`src/sv/i2cm_pkg.sv`:
```
// ----------------------------------------------------------------------------
// i2cm_pkg
// Shared types and constants of the I2C master bit engine.
// ----------------------------------------------------------------------------
package i2cm_pkg;

    localparam int DELAY_BITS = 8;
    localparam int DELAY_MAX  = (1 << DELAY_BITS) - 1;

    localparam logic [2:0] OP_TICK     = 3'd0;
    localparam logic [2:0] OP_START    = 3'd1;
    localparam logic [2:0] OP_STOP     = 3'd2;
    localparam logic [2:0] OP_WRITE    = 3'd3;
    localparam logic [2:0] OP_READ     = 3'd4;
    localparam logic [2:0] OP_WAIT_ACK = 3'd5;

    localparam logic [1:0] REG_START_STOP_DELAY = 2'd0;
    localparam logic [1:0] REG_BIT_DELAY        = 2'd1;
    localparam logic [1:0] REG_SAMPLE_DELAY     = 2'd2;
    localparam logic [1:0] REG_ACK_TIMEOUT      = 2'd3;

    typedef enum logic [1:0] {
        K_TICK,
        K_CMD,
        K_NOP
    } kind_t;

    typedef struct packed {
        kind_t      kind;
        logic [2:0] op;
        logic [7:0] data;
        logic       ack;
        logic       sda;
    } item_t;

    typedef struct packed {
        logic [7:0] start_stop_delay;
        logic [7:0] bit_delay;
        logic [7:0] sample_delay;
        logic [7:0] ack_timeout;
    } cfg_t;

endpackage

```
`src/sv/i2c_master_bit_engine.sv`:
```
// ----------------------------------------------------------------------------
// i2c_master_bit_engine
// I2C master bit engine: queued command and tick requests drive SCL/SDA.
//
//   channel   handshake              payload
//   input     push / full            opcode, data_byte, send_ack, sda_in
//   result    empty / pop            scl_level .. ack_failed (one per request)
//   config    psel/penable/pwrite    paddr[3:2] register, pwdata[7:0]
//
// One request per clock cycle, sustained while results are popped; a result
// reaches the result ports once its request has passed the front queue and
// the engine step into the result queue, where it can then be popped.
// The engine steps once per request it takes and stalls on a full result queue.
// Reset loads the default delays and leaves SCL and SDA driven high.
// With pop held low, two results and two requests are buffered, then full rises.
// ----------------------------------------------------------------------------
module i2c_master_bit_engine
    import i2cm_pkg::*;
(
    input  logic        clk,
    input  logic        rst_n,
    input  logic        push,
    output logic        full,
    input  logic [2:0]  opcode,
    input  logic [7:0]  data_byte,
    input  logic        send_ack,
    input  logic        sda_in,
    output logic        empty,
    input  logic        pop,
    output logic        scl_level,
    output logic        sda_level,
    output logic        sda_drive,
    output logic        busy_res,
    output logic        done_res,
    output logic [7:0]  rx_byte,
    output logic        ack_failed,
    input  logic        psel,
    input  logic        penable,
    input  logic        pwrite,
    input  logic [3:0]  paddr,
    input  logic [31:0] pwdata,
    output logic [31:0] prdata,
    output logic        pready
);

    cfg_t  cfg;
    logic  q_valid;
    item_t q_item;
    logic  q_pop;

    i2cm_regs u_regs (
        .clk     (clk),
        .rst_n   (rst_n),
        .psel    (psel),
        .penable (penable),
        .pwrite  (pwrite),
        .paddr   (paddr),
        .pwdata  (pwdata),
        .prdata  (prdata),
        .pready  (pready),
        .cfg     (cfg)
    );

    i2cm_front u_front (
        .clk       (clk),
        .rst_n     (rst_n),
        .push      (push),
        .full      (full),
        .opcode    (opcode),
        .data_byte (data_byte),
        .send_ack  (send_ack),
        .sda_in    (sda_in),
        .q_valid   (q_valid),
        .q_item    (q_item),
        .q_pop     (q_pop)
    );

    i2cm_engine u_engine (
        .clk        (clk),
        .rst_n      (rst_n),
        .cfg        (cfg),
        .q_valid    (q_valid),
        .q_item     (q_item),
        .q_pop      (q_pop),
        .empty      (empty),
        .pop        (pop),
        .scl_level  (scl_level),
        .sda_level  (sda_level),
        .sda_drive  (sda_drive),
        .busy_res   (busy_res),
        .done_res   (done_res),
        .rx_byte    (rx_byte),
        .ack_failed (ack_failed)
    );

endmodule

```
`src/sv/i2cm_regs.sv`:
```
// ----------------------------------------------------------------------------
// i2cm_regs
// APB-style register file holding the delay and timeout settings.
// ----------------------------------------------------------------------------
module i2cm_regs
    import i2cm_pkg::*;
(
    input  logic        clk,
    input  logic        rst_n,
    input  logic        psel,
    input  logic        penable,
    input  logic        pwrite,
    input  logic [3:0]  paddr,
    input  logic [31:0] pwdata,
    output logic [31:0] prdata,
    output logic        pready,
    output cfg_t        cfg
);

    cfg_t       cfg_reg;
    logic       wr_en;
    logic [1:0] idx;

    assign pready = 1'b1;
    assign idx    = paddr[3:2];
    assign wr_en  = psel & penable & pwrite;
    assign cfg    = cfg_reg;

    always_ff @(posedge clk or negedge rst_n)
    begin
        if (!rst_n)
        begin
            cfg_reg.start_stop_delay <= 8'd4;
            cfg_reg.bit_delay        <= 8'd2;
            cfg_reg.sample_delay     <= 8'd1;
            cfg_reg.ack_timeout      <= 8'd250;
        end
        else if (wr_en)
        begin
            case (idx)
                REG_START_STOP_DELAY: cfg_reg.start_stop_delay <= pwdata[7:0];
                REG_BIT_DELAY:        cfg_reg.bit_delay        <= pwdata[7:0];
                REG_SAMPLE_DELAY:     cfg_reg.sample_delay     <= pwdata[7:0];
                default:              cfg_reg.ack_timeout      <= pwdata[7:0];
            endcase
        end
    end

    always_comb
    begin
        case (idx)
            REG_START_STOP_DELAY: prdata = {24'd0, cfg_reg.start_stop_delay};
            REG_BIT_DELAY:        prdata = {24'd0, cfg_reg.bit_delay};
            REG_SAMPLE_DELAY:     prdata = {24'd0, cfg_reg.sample_delay};
            default:              prdata = {24'd0, cfg_reg.ack_timeout};
        endcase
    end

endmodule

```
`src/sv/i2cm_front.sv`:
```
// ----------------------------------------------------------------------------
// i2cm_front
// Accepts requests, classifies the opcode and queues them for the engine.
// ----------------------------------------------------------------------------
module i2cm_front
    import i2cm_pkg::*;
(
    input  logic       clk,
    input  logic       rst_n,
    input  logic       push,
    output logic       full,
    input  logic [2:0] opcode,
    input  logic [7:0] data_byte,
    input  logic       send_ack,
    input  logic       sda_in,
    output logic       q_valid,
    output item_t      q_item,
    input  logic       q_pop
);

    item_t      mem [2];
    logic       wr_ptr_reg;
    logic       rd_ptr_reg;
    logic [1:0] cnt_reg;
    logic       do_push;
    item_t      new_item;

    assign full    = (cnt_reg == 2'd2);
    assign do_push = push & ~full;
    assign q_valid = (cnt_reg != 2'd0);
    assign q_item  = mem[rd_ptr_reg];

    always_comb
    begin
        new_item.op   = opcode;
        new_item.data = data_byte;
        new_item.ack  = send_ack;
        new_item.sda  = sda_in;
        if (opcode == OP_TICK)
            new_item.kind = K_TICK;
        else if (opcode inside {[OP_START:OP_WAIT_ACK]})
            new_item.kind = K_CMD;
        else
            new_item.kind = K_NOP;
    end

    always_ff @(posedge clk)
    begin
        if (do_push)
            mem[wr_ptr_reg] <= new_item;
    end

    always_ff @(posedge clk or negedge rst_n)
    begin
        if (!rst_n)
        begin
            wr_ptr_reg <= 1'b0;
            rd_ptr_reg <= 1'b0;
            cnt_reg    <= 2'd0;
        end
        else
        begin
            if (do_push)
                wr_ptr_reg <= ~wr_ptr_reg;
            if (q_pop)
                rd_ptr_reg <= ~rd_ptr_reg;
            case ({do_push, q_pop})
                2'b10:   cnt_reg <= cnt_reg + 2'd1;
                2'b01:   cnt_reg <= cnt_reg - 2'd1;
                default: cnt_reg <= cnt_reg;
            endcase
        end
    end

    a_cnt_bound: assert property (@(posedge clk) disable iff (!rst_n)
        cnt_reg <= 2'd2)
        else $error("front queue count out of range");

    a_pop_nonempty: assert property (@(posedge clk) disable iff (!rst_n)
        q_pop |-> cnt_reg != 2'd0)
        else $error("front queue popped while empty");

    a_push_grows: assert property (@(posedge clk) disable iff (!rst_n)
        do_push && !q_pop |=> cnt_reg == $past(cnt_reg) + 2'd1)
        else $error("front queue lost a request");

endmodule

```
`src/sv/i2cm_engine.sv`:
```
// ----------------------------------------------------------------------------
// i2cm_engine
// Bit-level state machine that carries out queued requests and buffers the
// results in a two-entry output queue.
// ----------------------------------------------------------------------------
module i2cm_engine
    import i2cm_pkg::*;
(
    input  logic       clk,
    input  logic       rst_n,
    input  cfg_t       cfg,
    input  logic       q_valid,
    input  item_t      q_item,
    output logic       q_pop,
    output logic       empty,
    input  logic       pop,
    output logic       scl_level,
    output logic       sda_level,
    output logic       sda_drive,
    output logic       busy_res,
    output logic       done_res,
    output logic [7:0] rx_byte,
    output logic       ack_failed
);

    typedef enum logic [4:0] {
        PH_IDLE,
        PH_ST_A,
        PH_ST_B,
        PH_SP_A,
        PH_SP_B,
        PH_SP_C,
        PH_WR_LOW,
        PH_WR_HIGH,
        PH_WR_TAIL,
        PH_RD_LOW,
        PH_RD_HIGH,
        PH_AK_LOW,
        PH_AK_HIGH,
        PH_WA_LOW,
        PH_WA_HIGH,
        PH_WA_POLL
    } phase_t;

    typedef struct packed {
        logic       scl;
        logic       sda;
        logic       drive;
        logic       busy;
        logic       done;
        logic [7:0] rx;
        logic       fail;
    } res_t;

    function automatic logic [DELAY_BITS-1:0] sat_delay(input logic [7:0] d);
        logic [DELAY_BITS+7:0] w;
        w = (DELAY_BITS + 8)'(d);
        if (w > (DELAY_BITS + 8)'(DELAY_MAX))
            w = (DELAY_BITS + 8)'(DELAY_MAX);
        return w[DELAY_BITS-1:0];
    endfunction

    phase_t                phase_reg, phase_next;
    logic [3:0]            bits_reg, bits_next;
    logic [DELAY_BITS-1:0] delay_reg, delay_next;
    logic [7:0]            shift_reg, shift_next;
    logic [7:0]            poll_reg, poll_next;
    logic                  ackc_reg, ackc_next;
    logic                  scl_reg, scl_next;
    logic                  sda_reg, sda_next;
    logic                  drive_reg, drive_next;
    logic                  fail_reg, fail_next;
    logic [7:0]            rx_reg, rx_next;
    logic                  done_w;

    res_t       rq_mem [2];
    logic       rq_wr_reg;
    logic       rq_rd_reg;
    logic [1:0] rq_cnt_reg;
    logic       rq_full;
    logic       fire;
    logic       do_pop;
    res_t       res_w;

    assign rq_full = (rq_cnt_reg == 2'd2);
    assign fire    = q_valid & ~rq_full;
    assign q_pop   = fire;
    assign empty   = (rq_cnt_reg == 2'd0);
    assign do_pop  = pop & ~empty;

    always_comb
    begin
        phase_next = phase_reg;
        bits_next  = bits_reg;
        delay_next = delay_reg;
        shift_next = shift_reg;
        poll_next  = poll_reg;
        ackc_next  = ackc_reg;
        scl_next   = scl_reg;
        sda_next   = sda_reg;
        drive_next = drive_reg;
        fail_next  = fail_reg;
        rx_next    = rx_reg;
        done_w     = 1'b0;

        if (fire && q_item.kind == K_TICK && phase_reg != PH_IDLE)
        begin
            if (phase_reg == PH_WA_POLL)
            begin
                if (!q_item.sda)
                begin
                    scl_next = 1'b0;
                    done_w   = 1'b1;
                end
                else if (poll_reg >= cfg.ack_timeout)
                begin
                    // timeout: flag it and run a stop condition
                    fail_next  = 1'b1;
                    drive_next = 1'b1;
                    scl_next   = 1'b0;
                    sda_next   = 1'b0;
                    delay_next = sat_delay(cfg.start_stop_delay);
                    phase_next = PH_SP_A;
                end
                else
                begin
                    poll_next = poll_reg + 8'd1;
                end
            end
            else if (delay_reg > DELAY_BITS'(1))
            begin
                delay_next = delay_reg - DELAY_BITS'(1);
            end
            else
            begin
                case (phase_reg)
                    PH_ST_A:
                    begin
                        sda_next   = 1'b0;
                        delay_next = sat_delay(cfg.start_stop_delay);
                        phase_next = PH_ST_B;
                    end
                    PH_ST_B:
                    begin
                        scl_next = 1'b0;
                        done_w   = 1'b1;
                    end
                    PH_SP_A:
                    begin
                        scl_next   = 1'b1;
                        delay_next = sat_delay(cfg.start_stop_delay);
                        phase_next = PH_SP_B;
                    end
                    PH_SP_B:
                    begin
                        sda_next   = 1'b1;
                        delay_next = sat_delay(cfg.start_stop_delay);
                        phase_next = PH_SP_C;
                    end
                    PH_WR_LOW:
                    begin
                        scl_next   = 1'b1;
                        delay_next = sat_delay(cfg.bit_delay);
                        phase_next = PH_WR_HIGH;
                    end
                    PH_WR_HIGH:
                    begin
                        scl_next   = 1'b0;
                        delay_next = sat_delay(cfg.bit_delay);
                        phase_next = PH_WR_TAIL;
                    end
                    PH_WR_TAIL:
                    begin
                        bits_next  = bits_reg + 4'd1;
                        shift_next = {shift_reg[6:0], 1'b0};
                        if (bits_next >= 4'd8)
                        begin
                            done_w = 1'b1;
                        end
                        else
                        begin
                            sda_next   = shift_reg[6];
                            delay_next = sat_delay(cfg.bit_delay);
                            phase_next = PH_WR_LOW;
                        end
                    end
                    PH_RD_LOW:
                    begin
                        scl_next   = 1'b1;
                        delay_next = sat_delay(cfg.sample_delay);
                        phase_next = PH_RD_HIGH;
                    end
                    PH_RD_HIGH:
                    begin
                        // sample SDA at the end of the SCL-high phase
                        shift_next = {shift_reg[6:0], q_item.sda};
                        bits_next  = bits_reg + 4'd1;
                        scl_next   = 1'b0;
                        if (bits_next >= 4'd8)
                        begin
                            drive_next = 1'b1;
                            sda_next   = ~ackc_reg;
                            delay_next = sat_delay(cfg.bit_delay);
                            phase_next = PH_AK_LOW;
                        end
                        else
                        begin
                            delay_next = sat_delay(cfg.sample_delay);
                            phase_next = PH_RD_LOW;
                        end
                    end
                    PH_AK_LOW:
                    begin
                        scl_next   = 1'b1;
                        delay_next = sat_delay(cfg.bit_delay);
                        phase_next = PH_AK_HIGH;
                    end
                    PH_AK_HIGH:
                    begin
                        scl_next = 1'b0;
                        rx_next  = shift_reg;
                        done_w   = 1'b1;
                    end
                    PH_WA_LOW:
                    begin
                        scl_next   = 1'b1;
                        delay_next = sat_delay(cfg.sample_delay);
                        phase_next = PH_WA_HIGH;
                    end
                    PH_WA_HIGH:
                    begin
                        poll_next  = 8'd0;
                        delay_next = '0;
                        phase_next = PH_WA_POLL;
                    end
                    default:
                    begin
                        done_w = 1'b1;
                    end
                endcase
            end
            if (done_w)
                phase_next = PH_IDLE;
        end
        else if (fire && q_item.kind == K_CMD && phase_reg == PH_IDLE)
        begin
            case (q_item.op)
                OP_START:
                begin
                    drive_next = 1'b1;
                    sda_next   = 1'b1;
                    scl_next   = 1'b1;
                    delay_next = sat_delay(cfg.start_stop_delay);
                    phase_next = PH_ST_A;
                end
                OP_STOP:
                begin
                    drive_next = 1'b1;
                    scl_next   = 1'b0;
                    sda_next   = 1'b0;
                    delay_next = sat_delay(cfg.start_stop_delay);
                    phase_next = PH_SP_A;
                end
                OP_WRITE:
                begin
                    drive_next = 1'b1;
                    scl_next   = 1'b0;
                    bits_next  = 4'd0;
                    shift_next = q_item.data;
                    sda_next   = q_item.data[7];
                    delay_next = sat_delay(cfg.bit_delay);
                    phase_next = PH_WR_LOW;
                end
                OP_READ:
                begin
                    drive_next = 1'b0;
                    sda_next   = 1'b1;
                    scl_next   = 1'b0;
                    bits_next  = 4'd0;
                    shift_next = 8'd0;
                    ackc_next  = q_item.ack;
                    delay_next = sat_delay(cfg.sample_delay);
                    phase_next = PH_RD_LOW;
                end
                default:
                begin
                    drive_next = 1'b0;
                    sda_next   = 1'b1;
                    fail_next  = 1'b0;
                    poll_next  = 8'd0;
                    delay_next = sat_delay(cfg.sample_delay);
                    phase_next = PH_WA_LOW;
                end
            endcase
        end
    end

    always_comb
    begin
        res_w.scl   = scl_next;
        res_w.sda   = sda_next;
        res_w.drive = drive_next;
        res_w.busy  = (phase_next != PH_IDLE);
        res_w.done  = done_w;
        res_w.rx    = rx_next;
        res_w.fail  = fail_next;
    end

    always_ff @(posedge clk or negedge rst_n)
    begin
        if (!rst_n)
        begin
            phase_reg <= PH_IDLE;
            bits_reg  <= 4'd0;
            delay_reg <= '0;
            shift_reg <= 8'd0;
            poll_reg  <= 8'd0;
            ackc_reg  <= 1'b0;
            scl_reg   <= 1'b1;
            sda_reg   <= 1'b1;
            drive_reg <= 1'b1;
            fail_reg  <= 1'b0;
            rx_reg    <= 8'd0;
        end
        else
        begin
            phase_reg <= phase_next;
            bits_reg  <= bits_next;
            delay_reg <= delay_next;
            shift_reg <= shift_next;
            poll_reg  <= poll_next;
            ackc_reg  <= ackc_next;
            scl_reg   <= scl_next;
            sda_reg   <= sda_next;
            drive_reg <= drive_next;
            fail_reg  <= fail_next;
            rx_reg    <= rx_next;
        end
    end

    always_ff @(posedge clk)
    begin
        if (fire)
            rq_mem[rq_wr_reg] <= res_w;
    end

    always_ff @(posedge clk or negedge rst_n)
    begin
        if (!rst_n)
        begin
            rq_wr_reg  <= 1'b0;
            rq_rd_reg  <= 1'b0;
            rq_cnt_reg <= 2'd0;
        end
        else
        begin
            if (fire)
                rq_wr_reg <= ~rq_wr_reg;
            if (do_pop)
                rq_rd_reg <= ~rq_rd_reg;
            case ({fire, do_pop})
                2'b10:   rq_cnt_reg <= rq_cnt_reg + 2'd1;
                2'b01:   rq_cnt_reg <= rq_cnt_reg - 2'd1;
                default: rq_cnt_reg <= rq_cnt_reg;
            endcase
        end
    end

    assign scl_level  = rq_mem[rq_rd_reg].scl;
    assign sda_level  = rq_mem[rq_rd_reg].sda;
    assign sda_drive  = rq_mem[rq_rd_reg].drive;
    assign busy_res   = rq_mem[rq_rd_reg].busy;
    assign done_res   = rq_mem[rq_rd_reg].done;
    assign rx_byte    = rq_mem[rq_rd_reg].rx;
    assign ack_failed = rq_mem[rq_rd_reg].fail;

    a_rq_bound: assert property (@(posedge clk) disable iff (!rst_n)
        rq_cnt_reg <= 2'd2)
        else $error("result queue count out of range");

    a_done_idle: assert property (@(posedge clk) disable iff (!rst_n)
        fire && done_w |=> phase_reg == PH_IDLE)
        else $error("command finished but engine not idle");

    a_hold_when_full: assert property (@(posedge clk) disable iff (!rst_n)
        q_valid && rq_full |=> $stable(phase_reg) && $stable(delay_reg))
        else $error("engine advanced while result queue full");

endmodule
```
`config.mk`:
```
export PLATFORM = sky130hd
export DESIGN_NAME = i2c_master_bit_engine
export DESIGN_NICKNAME = d
export VERILOG_FILES = /design/src/sv/i2cm_pkg.sv /design/src/sv/i2c_master_bit_engine.sv /design/src/sv/i2cm_regs.sv /design/src/sv/i2cm_front.sv /design/src/sv/i2cm_engine.sv
export SDC_FILE = /design/constraint.sdc
export NUM_CORES = 1
export LEC_CHECK = 0
export BUFFER_PORTS_ARGS = -buffer_cell sky130_fd_sc_hd__buf_2
export CORE_UTILIZATION = 40
export DETAILED_ROUTE_END_ITERATION = 7
export PLACE_DENSITY = 0.71
export SLEW_MARGIN = 5
export SYNTH_ARGS = -nofsm -noshare
export SYNTH_HDL_FRONTEND = slang
export SYNTH_HIERARCHICAL = 1
export SYNTH_SLANG_ARGS = --single-unit
```
`constraint.sdc`:
```
create_clock -name clk -period 4.49 [get_ports clk]
set_clock_uncertainty 0.1 [all_clocks]
set_input_delay 0.449 -clock clk [delete_from_list [all_inputs] [get_ports clk]]
set_output_delay 0.449 -clock clk [all_outputs]
set_load 0.05 [all_outputs]
```
# Yosys cells after proc, flatten, opt, wreduce, memory -nomap -nowiden
# Memories as Yosys holds them, arrays and structs flattened.
# Cells that the tools add are included.
# totals
mem_bits_rw	58
n_memories	2
in_bits	56
regBits	86
# memory_table
name	depth	width	read_ports	rd_ports_with_merged_regs	wr	line_no	source
u_front.mem	2	15	1	0	1	i2cm_front.sv:21	item_t mem [2];
u_engine.rq_mem	2	14	1	0	1	i2cm_engine.sv:76	res_t rq_mem [2];
# op_classes
mux	94
reduce_logical	40
n_lt_le_gt_ge	5
addsub	7
eq_ne	39
bitwise	15
# ops
cell	n
8-bit 2-to-1 mux	24
5-bit one-hot mux with 11 select lines	1
8-bit one-hot mux with 2 select lines	3
8-bit one-hot mux with 6 select lines	1
5-bit by 4-bit equality test with 1-bit output, second input constant	8
5-bit 2-to-1 mux	8
1-bit 2-to-1 mux	39
4-bit 2-to-1 mux	6
8-bit one-hot mux with 3 select lines	1
4-bit one-hot mux with 4 select lines	1
5-bit by 3-bit equality test with 1-bit output, second input constant	3
3-bit != test, second input constant	5
5-bit AND reduction	3
3-bit OR reduction	5
2-bit equality test, second input constant	5
5-bit by 2-bit equality test with 1-bit output, second input constant	2
1-bit inverter	10
2-bit nonzero test	5
5-bit nonzero test	2
10-bit OR reduction	1
9-bit != test, second input constant	1
8-bit by 1-bit adder with 8-bit output, second input constant	1
2-bit by 1-bit equality test with 1-bit output, second input constant	4
8-bit >= comparator	1
other kinds (32)	60

# Depth between registers and ports, before layout
# Gate-level depths: netlist of run 1.
# depth
ltp_word	10
mapped_depth	13
depth_no_buf	9

# By module
# The synthesis of run 1 kept the hierarchy.
# modules_own_cells
mod	cells_each	instances	area_per_inst_um2
i2cm_engine	521	1	4837.1
i2cm_regs	107	1	1636.6
i2cm_front	67	1	1340.0

# Least setup slack after synthesis of run 1
# Ideal clock, no wire load.
# synth_timing
path_kind	register to register
startpoint	reg u_engine.delay_reg[4]
endpoint	mem u_engine/rq_mem[0][10] (netlist bit) (data pin)
path_stages_with_launch	9
path_buffers	1
required_time_ns	4.112
t_arrival_ns	2.810
synth_period_minus_slack_ns	3.188
slack_ns	1.302
cell_sequence	dfrtp_1 > or4_1 > buf_2 > or3_1 > or4_4 > o21bai_1 > a21oi_1 > o31ai_1 > or4_1
# synth_rtl
element	line_no	source
start, declared	i2cm_engine.sv:65	logic [DELAY_BITS-1:0] delay_reg, delay_next;
start signal, assigned	i2cm_engine.sv:329	delay_reg <= delay_next;
end, declared	i2cm_engine.sv:76	

==> run_summary.xml, run 1 <==
<?xml version="1.0" encoding="UTF-8"?>
<metrics>
  <group name="route">
    <metric name="routed_wl" unit="mm">17.2</metric>
    <metric name="drt_iter0_markers" unit="">405</metric>
    <metric name="post_drt_wl_per_cell" unit="µm">16.9</metric>
    <metric name="detail_route.drc_violations" unit="">0</metric>
    <metric name="detail-route-antenna-nets" unit="">0</metric>
    <metric name="vias" unit="">5541</metric>
    <metric name="via_per_inst" unit="">5.45</metric>
    <metric name="drt_pass1_iterations" unit="">5</metric>
  </group>
  <group name="logic_synthesis">
    <metric name="number_of_synthesis_warnings" unit="">6</metric>
    <metric name="synth_edf_count" unit="">58</metric>
    <metric name="netlist_instances" unit="">695</metric>
    <metric name="syn-mean-instance-area" unit="µm²">11.2</metric>
    <metric name="ys_types" unit="">73</metric>
    <metric name="synthArstFlopShare" unit="%">59.7</metric>
    <metric name="ys_dominant_reg_cell" unit="">sky130_fd_sc_hd__dfrtp_1</metric>
    <metric name="postSynthRegisterBits" unit="">144</metric>
    <metric name="synth.yosys.seq_area_share" unit="%">50.0</metric>
    <metric name="syn_area" unit="µm²">7810</metric>
  </group>
  <group name="final_layout">
    <metric name="post_route_cells_drive_above_1_share" unit="%">27.8</metric>
    <metric name="num-nets-final" unit="">813</metric>
    <metric name="largest_reg_flops" unit="">32</metric>
    <metric name="post_layout_nonfiller_instances" unit="">1016</metric>
    <metric name="final.fill_count" unit="">1703</metric>
    <metric name="antenna-diode-count" unit="">0</metric>
    <metric name="layout-area-overhead-vs-synth" unit="%">13.5</metric>
  </group>
  <group name="place">
    <metric name="hpwl" unit="mm">11.6</metric>
    <metric name="place_inst" unit="">983</metric>
    <metric name="place.port_buffers" unit="">53</metric>
    <metric name="globalplace.congestion" unit="">0.926</metric>
  </group>
  <group name="cts">
    <metric name="clock_sink_count" unit="">144</metric>
    <metric name="ctsHtreeMaxLevel" unit="">4</metric>
    <metric name="tritoncts" unit="">built</metric>
    <metric name="max-clock-path-buffers" unit="">2</metric>
    <metric name="path_clk_slew" unit="ns">0.06</metric>
    <metric name="tritoncts.num_buffers" unit="">17</metric>
    <metric name="clkLatencyLatePin" unit="ns">0.43</metric>
    <metric name="root_buffer" unit="">sky130_fd_sc_hd__clkbuf_16</metric>
  </group>
  <group name="job">
    <metric name="cap_viol_max_count" unit="">0</metric>
  </group>
  <group name="die">
    <metric name="die_y" unit="µm">142</metric>
    <metric name="boundary_pins" unit="">105</metric>
    <metric name="placementRows" unit="">50</metric>
    <metric name="fp.dieW" unit="µm">142</metric>
    <metric name="starting_utilization_of_the_core_area" unit="%">41.2</metric>
    <metric name="floorplan.core_area" unit="µm²">19000</metric>
    <metric name="fp.dieArea" unit="µm²">20100</metric>
  </group>
  <group name="setup_path">
    <metric name="critPathMaxFanout" unit="">6</metric>
    <metric name="worstSetupEndpointType" unit="">flop</metric>
    <metric name="worstPathCellList" unit="">or4_1 &gt; or3_1 &gt; or4_4 &gt; o21bai_1 &gt; a21oi_1 &gt; o31ai_1 &gt; or4_1</metric>
    <metric name="cp_num_cells" unit="">7</metric>
    <metric name="max_stage_delay" unit="ns">0.63</metric>
    <metric name="path_class" unit="">reg2reg</metric>
    <metric name="cp_common_cell" unit="">sky130_fd_sc_hd__or4_1</metric>
    <metric name="critical_path.slowest_cell" unit="">sky130_fd_sc_hd__or4_1</metric>
    <metric name="crit_buf_inv" unit="">0</metric>
    <metric name="critPathArrivalTime" unit="ns">3.42</metric>
    <metric name="r2r-start" unit="">u_engine/delay_reg[4]</metric>
    <metric name="startpoint_type_of_the_worst_setup_path" unit="">flop</metric>
    <metric name="cp_data_required_time" unit="ns">4.54</metric>
    <metric name="path_delay_family" unit="">simple AND/OR/NAND/NOR gates</metric>
    <metric name="worstRegToRegCells" unit="">7</metric>
    <metric name="setup.worst_path.start" unit="">u_engine/delay_reg[4]</metric>
  </group>
  <group name="grt">
    <metric name="grt.busiest_layer" unit="">met2</metric>
    <metric name="grt_antenna_before_repair" unit="">0</metric>
    <metric name="grt_first_pass_wirelength" unit="mm">28.1</metric>
    <metric name="pin_count_of_the_biggest_net_entering_global_routing" unit="">55</metric>
    <metric name="groute.layer.met3.usage" unit="%">3.34</metric>
    <metric name="vias_in_the_first_global_route" unit="">5441</metric>
    <metric name="grt_util_met2" unit="%">29.2</metric>
    <metric name="globalRouteOverflowTotal" unit="">0</metric>
    <metric name="grt_total_usage" unit="%">18.1</metric>
    <metric name="grt.met1_usage" unit="%">23.9</metric>
  </group>
  <group name="hold_path">
    <metric name="min_path_cells" unit="">1</metric>
    <metric name="hold_start" unit="">data_byte[3]</metric>
    <metric name="hold_class" unit="">in2reg</metric>
  </group>
  <group name="timing">
    <metric name="setup-violations-final" unit="">0</metric>
    <metric name="rsz0062_at_grt" unit="">false</metric>
    <metric name="fin_worst_hold_slack" unit="ns">0.110</metric>
    <metric name="min_period" unit="ns">3.37</metric>
    <metric name="timing.final.crit_share" unit="%">75.1</metric>
    <metric name="timing_hold_violations_final" unit="">0</metric>
    <metric name="max-slew-margin-rel" unit="%">29.8</metric>
    <metric name="pins_over_slew_limit" unit="">0</metric>
    <metric name="finalSetupTns" unit="ns">0</metric>
    <metric name="max_slew.worst_pin.slew" unit="ns">1.04</metric>
    <metric name="achievable-frequency" unit="GHz">0.297</metric>
  </group>
  <group name="run_status">
    <metric name="outcome" unit="">finished clean</metric>
  </group>
  <group name="power">
    <metric name="power.leakage" unit="µW">0.00360</metric>
    <metric name="worst_ir_drop_vdd" unit="mV">0.327</metric>
    <metric name="pwr_density_cell" unit="nW/µm²">694</metric>
  </group>
</metrics>
-- logic make-up after synthesis --
logic type / Yosys count / synth area share, %
AND/OR/NAND/NOR: 190 / 12.2
AO/OA/AOI/OAI: 146 / 12.4
flip-flops: 144 / 50.0
multiplexers: 88 / 14.3
buffers and inverters: 86 / 5.86
XOR/XNOR: 25 / 2.90
adder cells (fa/ha/maj): 14 / 2.24
other: 2 / 0.0961
-- power breakdown --
| group | switching (µW) | leakage [µW] | internal, µW |
|---|---|---|---|
| clock | 634 | 0.000293 | 801 |
| combinational | 1640 | 0.00168 | 922 |
| sequential | 305 | 0.00162 | 1850 |
-- layout make-up --
cell class / count / area (µm²) / area share (%)
sequential: 144 / 3910 / 44.1
clock buffer: 17 / 425 / 4.80
tap: 260 / 325 / 3.67
multi-input combinational: 488 / 3530 / 39.8
timing repair buffer: 71 / 405 / 4.57
clock inverter: 15 / 190 / 2.14
inverter: 21 / 78.8 / 0.889
-- stage by stage --
stage / cell area [µm²] / setup WS [ns] / power [µW] / utilization (%)
CTS: 8870 / 1.12 / 6160 / 46.8
finish: 8870 / 1.12 / 6150 / 46.8
floorplan: 7900 / 1.30 / 4110 / -
global placement: 8240 / 1.17 / 4640 / 43.5
detailed placement: 8240 / 1.13 / 4690 / 43.5
global route: 8870 / 0.903 / 6490 / 46.8
-- layer usage --
metal,share of wire (%),vias to the layer above,wire length (µm)
met5,0,-,0
met4,2.2,0,385
met3,5.3,31,905
met2,48,208,8190
met1,45,2679,7730
li1,-,2623,-
-- repair_timing --
action,CTS,global route
hold buffers,1,0
endpoints found under the setup margin,0,0
resized for setup,0,0
setup buffers,0,0
endpoints found under the hold margin,3,0
-- layout by cell type, fill, tap and decap left out, types with 14 or more instances in the layout --
cell type,count
sky130_fd_sc_hd__a21oi_1,40
sky130_fd_sc_hd__buf_2,52
sky130_fd_sc_hd__buf_4,18
sky130_fd_sc_hd__clkbuf_16,17
sky130_fd_sc_hd__conb_1,25
sky130_fd_sc_hd__dfrtp_1,74
sky130_fd_sc_hd__edfxtp_1,58
sky130_fd_sc_hd__ha_1,14
sky130_fd_sc_hd__inv_1,21
sky130_fd_sc_hd__mux2_2,68
sky130_fd_sc_hd__nand2_1,36
sky130_fd_sc_hd__nand3_1,24
sky130_fd_sc_hd__nor2_1,64
sky130_fd_sc_hd__o21ai_0,19
-- worst register-to-register path, stage by stage, from the launching register on --
cell and delay [ns]:
sky130_fd_sc_hd__dfrtp_1 0.41, sky130_fd_sc_hd__or4_1 0.63, sky130_fd_sc_hd__or3_1 0.41, sky130_fd_sc_hd__or4_4 0.54
sky130_fd_sc_hd__o21bai_1 0.17, sky130_fd_sc_hd__a21oi_1 0.18, sky130_fd_sc_hd__o31ai_1 0.10, sky130_fd_sc_hd__or4_1 0.56
-- synth_stat cells (14+ instances only) --
cell | instances | area (µm²)
sky130_fd_sc_hd__o21ai_0 | 19 | 95.1
sky130_fd_sc_hd__clkbuf_1 | 33 | 124
sky130_fd_sc_hd__nand2_1 | 36 | 135
sky130_fd_sc_hd__ha_1 | 14 | 175
sky130_fd_sc_hd__inv_1 | 21 | 78.8
sky130_fd_sc_hd__nor2_1 | 64 | 240
sky130_fd_sc_hd__a21oi_1 | 40 | 200
sky130_fd_sc_hd__dfrtp_1 | 74 | 1850
sky130_fd_sc_hd__nand3_1 | 24 | 120
sky130_fd_sc_hd__edfxtp_1 | 58 | 1740
sky130_fd_sc_hd__mux2_2 | 68 | 766
sky130_fd_sc_hd__buf_4 | 25 | 188
-- path summary, 6_finish.rpt --
path | endpoint | slack [ns]
worst max-delay path | u_engine/rq_mem[1][10] | 1.12
worst min-delay path | u_front/mem[0][5] | 0.11
worst max register to register | u_engine/rq_mem[1][10] | 1.12
worst min register to register | u_front/cnt_reg[1] | 0.40
max in group asynchronous | u_regs/cfg[6] | 2.84
min in group asynchronous | u_engine/ackc_reg | 0.53
Note: power is estimated with default switching activity, not from simulation.
==> run 2, diff against run 1 <==
==> constraint.sdc (replaced) <==
create_clock -name clk -period 3.2 [get_ports clk]
set_clock_uncertainty 0.1 [all_clocks]
set_input_delay 0.32 -clock clk [delete_from_list [all_inputs] [get_ports clk]]
set_output_delay 0.32 -clock clk [all_outputs]
set_load 0.05 [all_outputs]
==> run_summary.xml, run 2 (synthesis gave the netlist of run 1 again) <==
<?xml version="1.0" encoding="UTF-8"?>
<metrics>
  <group name="place">
    <metric name="place.port_buffers" unit="">53</metric>
    <metric name="globalplace.congestion" unit="">0.920</metric>
    <metric name="hpwl" unit="mm">12.3</metric>
    <metric name="place_worst_setup_slack" unit="ns">0.0242</metric>
  </group>
  <group name="final_layout">
    <metric name="layout-area-overhead-vs-synth" unit="%">16.3</metric>
    <metric name="mostFrequentLayoutCell" unit="">sky130_fd_sc_hd__dfrtp_1</metric>
    <metric name="num-nets-final" unit="">840</metric>
    <metric name="largest_reg_flops" unit="">32</metric>
    <metric name="layout.cells.most_common_list" unit="">sky130_fd_sc_hd__dfrtp_1 (73), sky130_fd_sc_hd__mux2_2 (68), sky130_fd_sc_hd__nor2_1 (64)</metric>
    <metric name="antenna-diode-count" unit="">0</metric>
    <metric name="post_route_cells_drive_above_1_share" unit="%">29.2</metric>
  </group>
  <group name="power">
    <metric name="worst_ir_drop_vdd" unit="mV">0.523</metric>
    <metric name="fraction_of_power_consumed_by_the_clock_network" unit="%">22.7</metric>
    <metric name="power.leakage" unit="µW">0.00372</metric>
    <metric name="switching_share" unit="%">41.2</metric>
    <metric name="seq_power_share" unit="%">35.0</metric>
    <metric name="netSwitchingPower" unit="µW">3570</metric>
    <metric name="pwr_density_cell" unit="nW/µm²">954</metric>
    <metric name="internal_power" unit="µW">5090</metric>
    <metric name="combinationalPowerShare" unit="%">42.3</metric>
  </group>
  <group name="timing">
    <metric name="fin_ws" unit="ns">0.101</metric>
    <metric name="rsz0062_at_grt" unit="">false</metric>
    <metric name="timing.final.crit_share" unit="%">96.9</metric>
    <metric name="finalSetupTns" unit="ns">0</metric>
    <metric name="pins_over_slew_limit" unit="">0</metric>
    <metric name="fin_worst_hold_slack" unit="ns">0.0249</metric>
    <metric name="setup-violations-final" unit="">0</metric>
    <metric name="min_period" unit="ns">3.10</metric>
    <metric name="timing_hold_violations_final" unit="">0</metric>
    <metric name="max_slew.worst_pin.slew" unit="ns">0.927</metric>
    <metric name="max-slew-margin-rel" unit="%">37.7</metric>
    <metric name="achievable-frequency" unit="GHz">0.323</metric>
  </group>
  <group name="cts">
    <metric name="ctsHtreeMaxLevel" unit="">4</metric>
    <metric name="root_buffer" unit="">sky130_fd_sc_hd__clkbuf_16</metric>
    <metric name="tritoncts" unit="">built</metric>
    <metric name="post-cts-setup-buffer-count" unit="">0</metric>
    <metric name="clkLatencyLatePin" unit="ns">0.43</metric>
    <metric name="path_clk_slew" unit="ns">0.06</metric>
    <metric name="clock_sink_count" unit="">144</metric>
    <metric name="tritoncts.num_buffers" unit="">17</metric>
    <metric name="max-clock-path-buffers" unit="">2</metric>
  </group>
  <group name="setup_path">
    <metric name="worstPathCellList" unit="">or4_1 &gt; or3_1 &gt; or4_4 &gt; o21bai_1 &gt; a21oi_1 &gt; o22ai_1 &gt; or4_4</metric>
    <metric name="max_stage_delay" unit="ns">0.54</metric>
    <metric name="cp_common_cell" unit="">sky130_fd_sc_hd__or4_4</metric>
    <metric name="critPathArrivalTime" unit="ns">3.16</metric>
    <metric name="setup.worst_path.start" unit="">u_engine/delay_reg[4]</metric>
    <metric name="cp_data_required_time" unit="ns">3.26</metric>
    <metric name="startpoint_type_of_the_worst_setup_path" unit="">flop</metric>
    <metric name="worstSetupEndpointType" unit="">flop</metric>
    <metric name="critPathMaxFanout" unit="">3</metric>
    <metric name="path_class" unit="">reg2reg</metric>
    <metric name="critical_path.slowest_cell" unit="">sky130_fd_sc_hd__or4_4</metric>
    <metric name="r2r-start" unit="">u_engine/delay_reg[4]</metric>
  </group>
  <group name="hold_path">
    <metric name="hold_start" unit="">opcode[2]</metric>
    <metric name="hold_class" unit="">in2reg</metric>
  </group>
  <group name="route">
    <metric name="detail-route-antenna-nets" unit="">0</metric>
    <metric name="post_drt_wl_per_cell" unit="µm">16.5</metric>
    <metric name="vias" unit="">5617</metric>
    <metric name="drt_pass1_iterations" unit="">5</metric>
    <metric name="detail_route.drc_violations" unit="">0</metric>
    <metric name="via_per_inst" unit="">5.39</metric>
    <metric name="routed_wl" unit="mm">17.3</metric>
    <metric name="drt_iter0_markers" unit="">449</metric>
  </group>
  <group name="die">
    <metric name="die_y" unit="µm">142</metric>
    <metric name="fp.dieArea" unit="µm²">20100</metric>
    <metric name="placementRows" unit="">50</metric>
    <metric name="starting_utilization_of_the_core_area" unit="%">41.2</metric>
    <metric name="fp.dieW" unit="µm">142</metric>
    <metric name="floorplan.core_area" unit="µm²">19000</metric>
    <metric name="boundary_pins" unit="">105</metric>
  </group>
  <group name="grt">
    <metric name="globalRouteOverflowTotal" unit="">0</metric>
    <metric name="grt_first_pass_wirelength" unit="mm">28.1</metric>
    <metric name="pin_count_of_the_biggest_net_entering_global_routing" unit="">58</metric>
    <metric name="grt_antenna_before_repair" unit="">0</metric>
    <metric name="grt_total_usage" unit="%">18.0</metric>
    <metric name="vias_in_the_first_global_route" unit="">5422</metric>
  </group>
  <group name="run_status">
    <metric name="outcome" unit="">finished clean</metric>
  </group>
  <group name="job">
    <metric name="cap_viol_max_count" unit="">0</metric>
  </group>
</metrics>
## run 2: power by group through the flow
stage,Sequential [µW],Clock [µW],Combinational (µW)
floorplan,2840,0,2920
global placement,3020,0,3570
global route,3100,2080,3990
CTS,3020,2010,3640
finish,3030,1970,3670
detailed placement,3050,0,3600
## run 2: timing repair
| item | CTS | global route |
|---|---|---|
| hold buffers | 12 | 0 |
| resized for setup | 0 | 3 |
| hold endpoints to repair | 73 | 0 |
| setup endpoints to repair | 0 | 2 |
## run 2: final timing paths
kind | end | slack, ns | cells past startpoint
worst max register to register | u_engine/rq_mem[0][10] | 0.10 | 7
worst min register to register | u_front/cnt_reg[1] | 0.40 | 1
min in group asynchronous | u_front/wr_ptr_reg | 0.42 | 2
worst max-delay path | u_engine/rq_mem[0][10] | 0.10 | 7
worst min-delay path | u_front/mem[1][12] | 0.02 | 1
max in group asynchronous | u_regs/cfg[5] | 1.75 | 3
## run 2: area by class of cell
cell class,count,area [µm²]
fillers,1678,9870
flip-flops and latches,144,3910
multi-input cells,488,3540
repair buffers,98,636
clock buffers,17,425
well taps,260,325
clock inverters,15,170
inverters,21,78.8
## run 2: stage by stage
step	area [µm²]	instances	power (µW)	util, %
floorplan	7900	718	5760	-
global placement	8360	999	6580	44.1
detailed placement	8360	999	6650	44.1
CTS	9080	1043	8670	47.9
global route	9090	1043	9170	47.9
finish	9090	1043	8660	47.9
## run 2: critical path: cells and delay by family (launching register included)
family	cells	cell delay [ns]
flip-flops	1	0.37
AND/OR/NAND/NOR	4	1.95
AO/OA/AOI/OAI	3	0.43
## run 2: metal layers
layer,routed length (µm),share of wire [%],global-route usage [%]
met1,8000,46,24.6
met2,7930,46,27.6
met3,951,5.5,4.25
met4,377,2.2,7.02
met5,0,0,0
==> run 3, diff against run 2 <==
--- a/config.mk
+++ b/config.mk
@@ -6,9 +6,11 @@
 export NUM_CORES = 1
 export LEC_CHECK = 0
 export BUFFER_PORTS_ARGS = -buffer_cell sky130_fd_sc_hd__buf_2
-export CORE_UTILIZATION = 40
+export CELL_PAD_IN_SITES_DETAIL_PLACEMENT = 0
+export CELL_PAD_IN_SITES_GLOBAL_PLACEMENT = 2
+export CORE_UTILIZATION = 38
 export DETAILED_ROUTE_END_ITERATION = 7
-export PLACE_DENSITY = 0.71
+export PLACE_DENSITY = 0.92
 export SLEW_MARGIN = 5
 export SYNTH_ARGS = -nofsm -noshare
 export SYNTH_HDL_FRONTEND = slang
==> run_summary.xml, run 3 (synthesis gave the netlist of run 1 again) <==
<?xml version="1.0" encoding="UTF-8"?>
<metrics>
  <group name="run_status">
    <metric name="outcome" unit="">complete, but fails checks</metric>
    <metric name="failing_checks" unit="">DRC</metric>
  </group>
  <group name="timing">
    <metric name="pins_over_slew_limit" unit="">0</metric>
    <metric name="rsz0062_at_grt" unit="">false</metric>
    <metric name="max-slew-margin-rel" unit="%">44.5</metric>
    <metric name="max_slew.worst_pin.slew" unit="ns">0.832</metric>
    <metric name="setup-violations-final" unit="">0</metric>
    <metric name="achievable-frequency" unit="GHz">0.322</metric>
    <metric name="min_period" unit="ns">3.11</metric>
    <metric name="timing_hold_violations_final" unit="">0</metric>
    <metric name="finalSetupTns" unit="ns">0</metric>
    <metric name="timing.final.crit_share" unit="%">97.1</metric>
  </group>
  <group name="route">
    <metric name="routed_wl" unit="mm">18.1</metric>
    <metric name="detail_route.drc_violations" unit="">1</metric>
    <metric name="post_drt_wl_per_cell" unit="µm">17.1</metric>
    <metric name="detail-route-antenna-nets" unit="">0</metric>
    <metric name="vias" unit="">5672</metric>
    <metric name="drt_iter0_markers" unit="">353</metric>
    <metric name="via_per_inst" unit="">5.36</metric>
    <metric name="drt_pass1_iterations" unit="">7</metric>
  </group>
  <group name="setup_path">
    <metric name="max_stage_delay" unit="ns">0.53</metric>
    <metric name="path_class" unit="">reg2reg</metric>
    <metric name="worstSetupEndpointType" unit="">flop</metric>
    <metric name="critical_path.slowest_cell" unit="">sky130_fd_sc_hd__or4_4</metric>
    <metric name="critPathArrivalTime" unit="ns">3.17</metric>
    <metric name="rr_endpoint" unit="">u_engine/rq_mem[0][10]</metric>
    <metric name="worstRegToRegCells" unit="">7</metric>
    <metric name="setup.reg_to_reg.worst_slack" unit="ns">0.09</metric>
    <metric name="critPathMaxFanout" unit="">19</metric>
    <metric name="r2r-start" unit="">u_engine/delay_reg[4]</metric>
    <metric name="startpoint_type_of_the_worst_setup_path" unit="">flop</metric>
    <metric name="cp_data_required_time" unit="ns">3.27</metric>
    <metric name="worstPathCellList" unit="">or4_4 &gt; or3_4 &gt; buf_4 &gt; nor2_1 &gt; a211oi_1 &gt; or3_1 &gt; or4_1</metric>
  </group>
  <group name="die">
    <metric name="starting_utilization_of_the_core_area" unit="%">38.7</metric>
    <metric name="fp.dieW" unit="µm">145</metric>
    <metric name="die_y" unit="µm">145</metric>
    <metric name="fp.dieArea" unit="µm²">21100</metric>
    <metric name="boundary_pins" unit="">105</metric>
    <metric name="floorplan.core_area" unit="µm²">20200</metric>
    <metric name="placementRows" unit="">52</metric>
  </group>
  <group name="cts">
    <metric name="post-cts-setup-buffer-count" unit="">0</metric>
    <metric name="root_buffer" unit="">sky130_fd_sc_hd__clkbuf_16</metric>
    <metric name="path_clk_slew" unit="ns">0.07</metric>
    <metric name="clock_sink_count" unit="">144</metric>
    <metric name="max-clock-path-buffers" unit="">2</metric>
    <metric name="tritoncts" unit="">built</metric>
    <metric name="tritoncts.num_buffers" unit="">17</metric>
    <metric name="clkLatencyLatePin" unit="ns">0.44</metric>
    <metric name="ctsHtreeMaxLevel" unit="">4</metric>
  </group>
  <group name="hold_path">
    <metric name="hold_class" unit="">in2reg</metric>
    <metric name="hold_worst_path_end" unit="">u_regs/cfg[1]</metric>
    <metric name="min_path_cells" unit="">2</metric>
    <metric name="hold_start" unit="">pwdata[1]</metric>
  </group>
  <group name="job">
    <metric name="cap_viol_max_count" unit="">0</metric>
  </group>
  <group name="place">
    <metric name="globalplace.congestion" unit="">0.878</metric>
    <metric name="dpl-instance-area" unit="µm²">8410</metric>
    <metric name="place.port_buffers" unit="">53</metric>
    <metric name="hpwl" unit="mm">12.7</metric>
  </group>
  <group name="grt">
    <metric name="vias_in_the_first_global_route" unit="">5596</metric>
    <metric name="pin_count_of_the_biggest_net_entering_global_routing" unit="">62</metric>
    <metric name="globalRouteOverflowTotal" unit="">0</metric>
    <metric name="grt_total_usage" unit="%">17.9</metric>
    <metric name="grt_antenna_before_repair" unit="">0</metric>
    <metric name="grt_first_pass_wirelength" unit="mm">29.6</metric>
  </group>
  <group name="final_layout">
    <metric name="mostFrequentLayoutCell" unit="">sky130_fd_sc_hd__dfrtp_1</metric>
    <metric name="layout.cells.most_common_list" unit="">sky130_fd_sc_hd__dfrtp_1 (74), sky130_fd_sc_hd__mux2_2 (68), sky130_fd_sc_hd__nor2_1 (64)</metric>
    <metric name="layout-area-overhead-vs-synth" unit="%">17.2</metric>
    <metric name="antenna-diode-count" unit="">0</metric>
    <metric name="largest_reg_flops" unit="">32</metric>
    <metric name="final.fill_count" unit="">1940</metric>
    <metric name="num-nets-final" unit="">845</metric>
    <metric name="post_route_cells_drive_above_1_share" unit="%">29.6</metric>
    <metric name="finalInstanceArea" unit="µm²">9160</metric>
  </group>
  <group name="power">
    <metric name="power.leakage" unit="µW">0.00375</metric>
    <metric name="pwr_density_cell" unit="nW/µm²">955</metric>
    <metric name="worst_ir_drop_vdd" unit="mV">0.462</metric>
  </group>
</metrics>
## run 3: cell count changes in the layout (fill, tap and decap cells not counted), sizes merged
cell | before | now
inv | 30 | 29
dlygate4sd3 | 12 | 14
buf | 86 | 89
clkinvlp | 0 | 1
## run 3: critical path, delay by kind of cell (launching register included)
family,cells,cell delay [ns]
flops,1,0.38
compound gates,1,0.14
buf+inv,1,0.21
simple gates,5,2.02
## run 3: repair_timing
action                     4_1_cts  5_1_grt
hold endpoints to repair        80        0
hold buffers                    14        0
setup endpoints to repair        0        2
gates resized for setup          0        4
## run 3: metal layers
| metal | vias up | routed length (µm) | GRT usage (%) |
|---|---|---|---|
| met3 | 18 | 634 | 3.51 |
| met4 | 0 | 240 | 5.47 |
| met2 | 134 | 8590 | 28.7 |
| met1 | 2811 | 8590 | 24.4 |
| met5 | - | 0 | 0 |
| li1 | 2709 | - | - |
## run 3: metrics by stage
step	total power, µW	worst slack [ns]	utilization, %	cells	hold slack, ns
final	8740	0.0926	45.4	1058	0.0624
after global routing	9270	0.000211	45.4	1058	0.0541
after CTS	8790	0.0145	45.3	1058	0.0469
after detailed placement	6760	0.0319	41.7	1012	0.376
after global placement	6710	0.0325	41.7	1012	0.375
after floorplan	5760	0.0121	-	718	-0.0756
## run 3: final cells by class
type	instances	area, µm²	area share (%)
multi-input combinational	488	3550	38.7
tap	270	338	3.69
inverter	21	78.8	0.861
timing repair buffer	103	691	7.54
sequential	144	3910	42.7
clock buffer	17	425	4.64
clock inverter	15	169	1.84
## run 3: worst max-delay path by stage
stage	startpoint	end	slack [ns]	depth (start not counted)
after floorplan	u_engine/delay_reg[4]	u_engine/rq_mem[0][10]	0.01	8
after global placement	u_engine/delay_reg[4]	u_engine/rq_mem[1][10]	0.03	7
after detailed placement	u_engine/delay_reg[4]	u_engine/rq_mem[0][10]	0.03	7
after CTS	u_engine/delay_reg[4]	u_engine/rq_mem[0][10]	0.01	7
after global routing	u_engine/delay_reg[4]	u_engine/rq_mem[0][10]	0.0002	7
final	u_engine/delay_reg[4]	u_engine/rq_mem[0][10]	0.09	7
## run 3: power by group
group          total, µW  internal [µW]  switching, µW  leakage (µW)
clock network       1970           1110            857      0.000292
registers           3020           2590            425       0.00162
logic               3760           1420           2340       0.00184
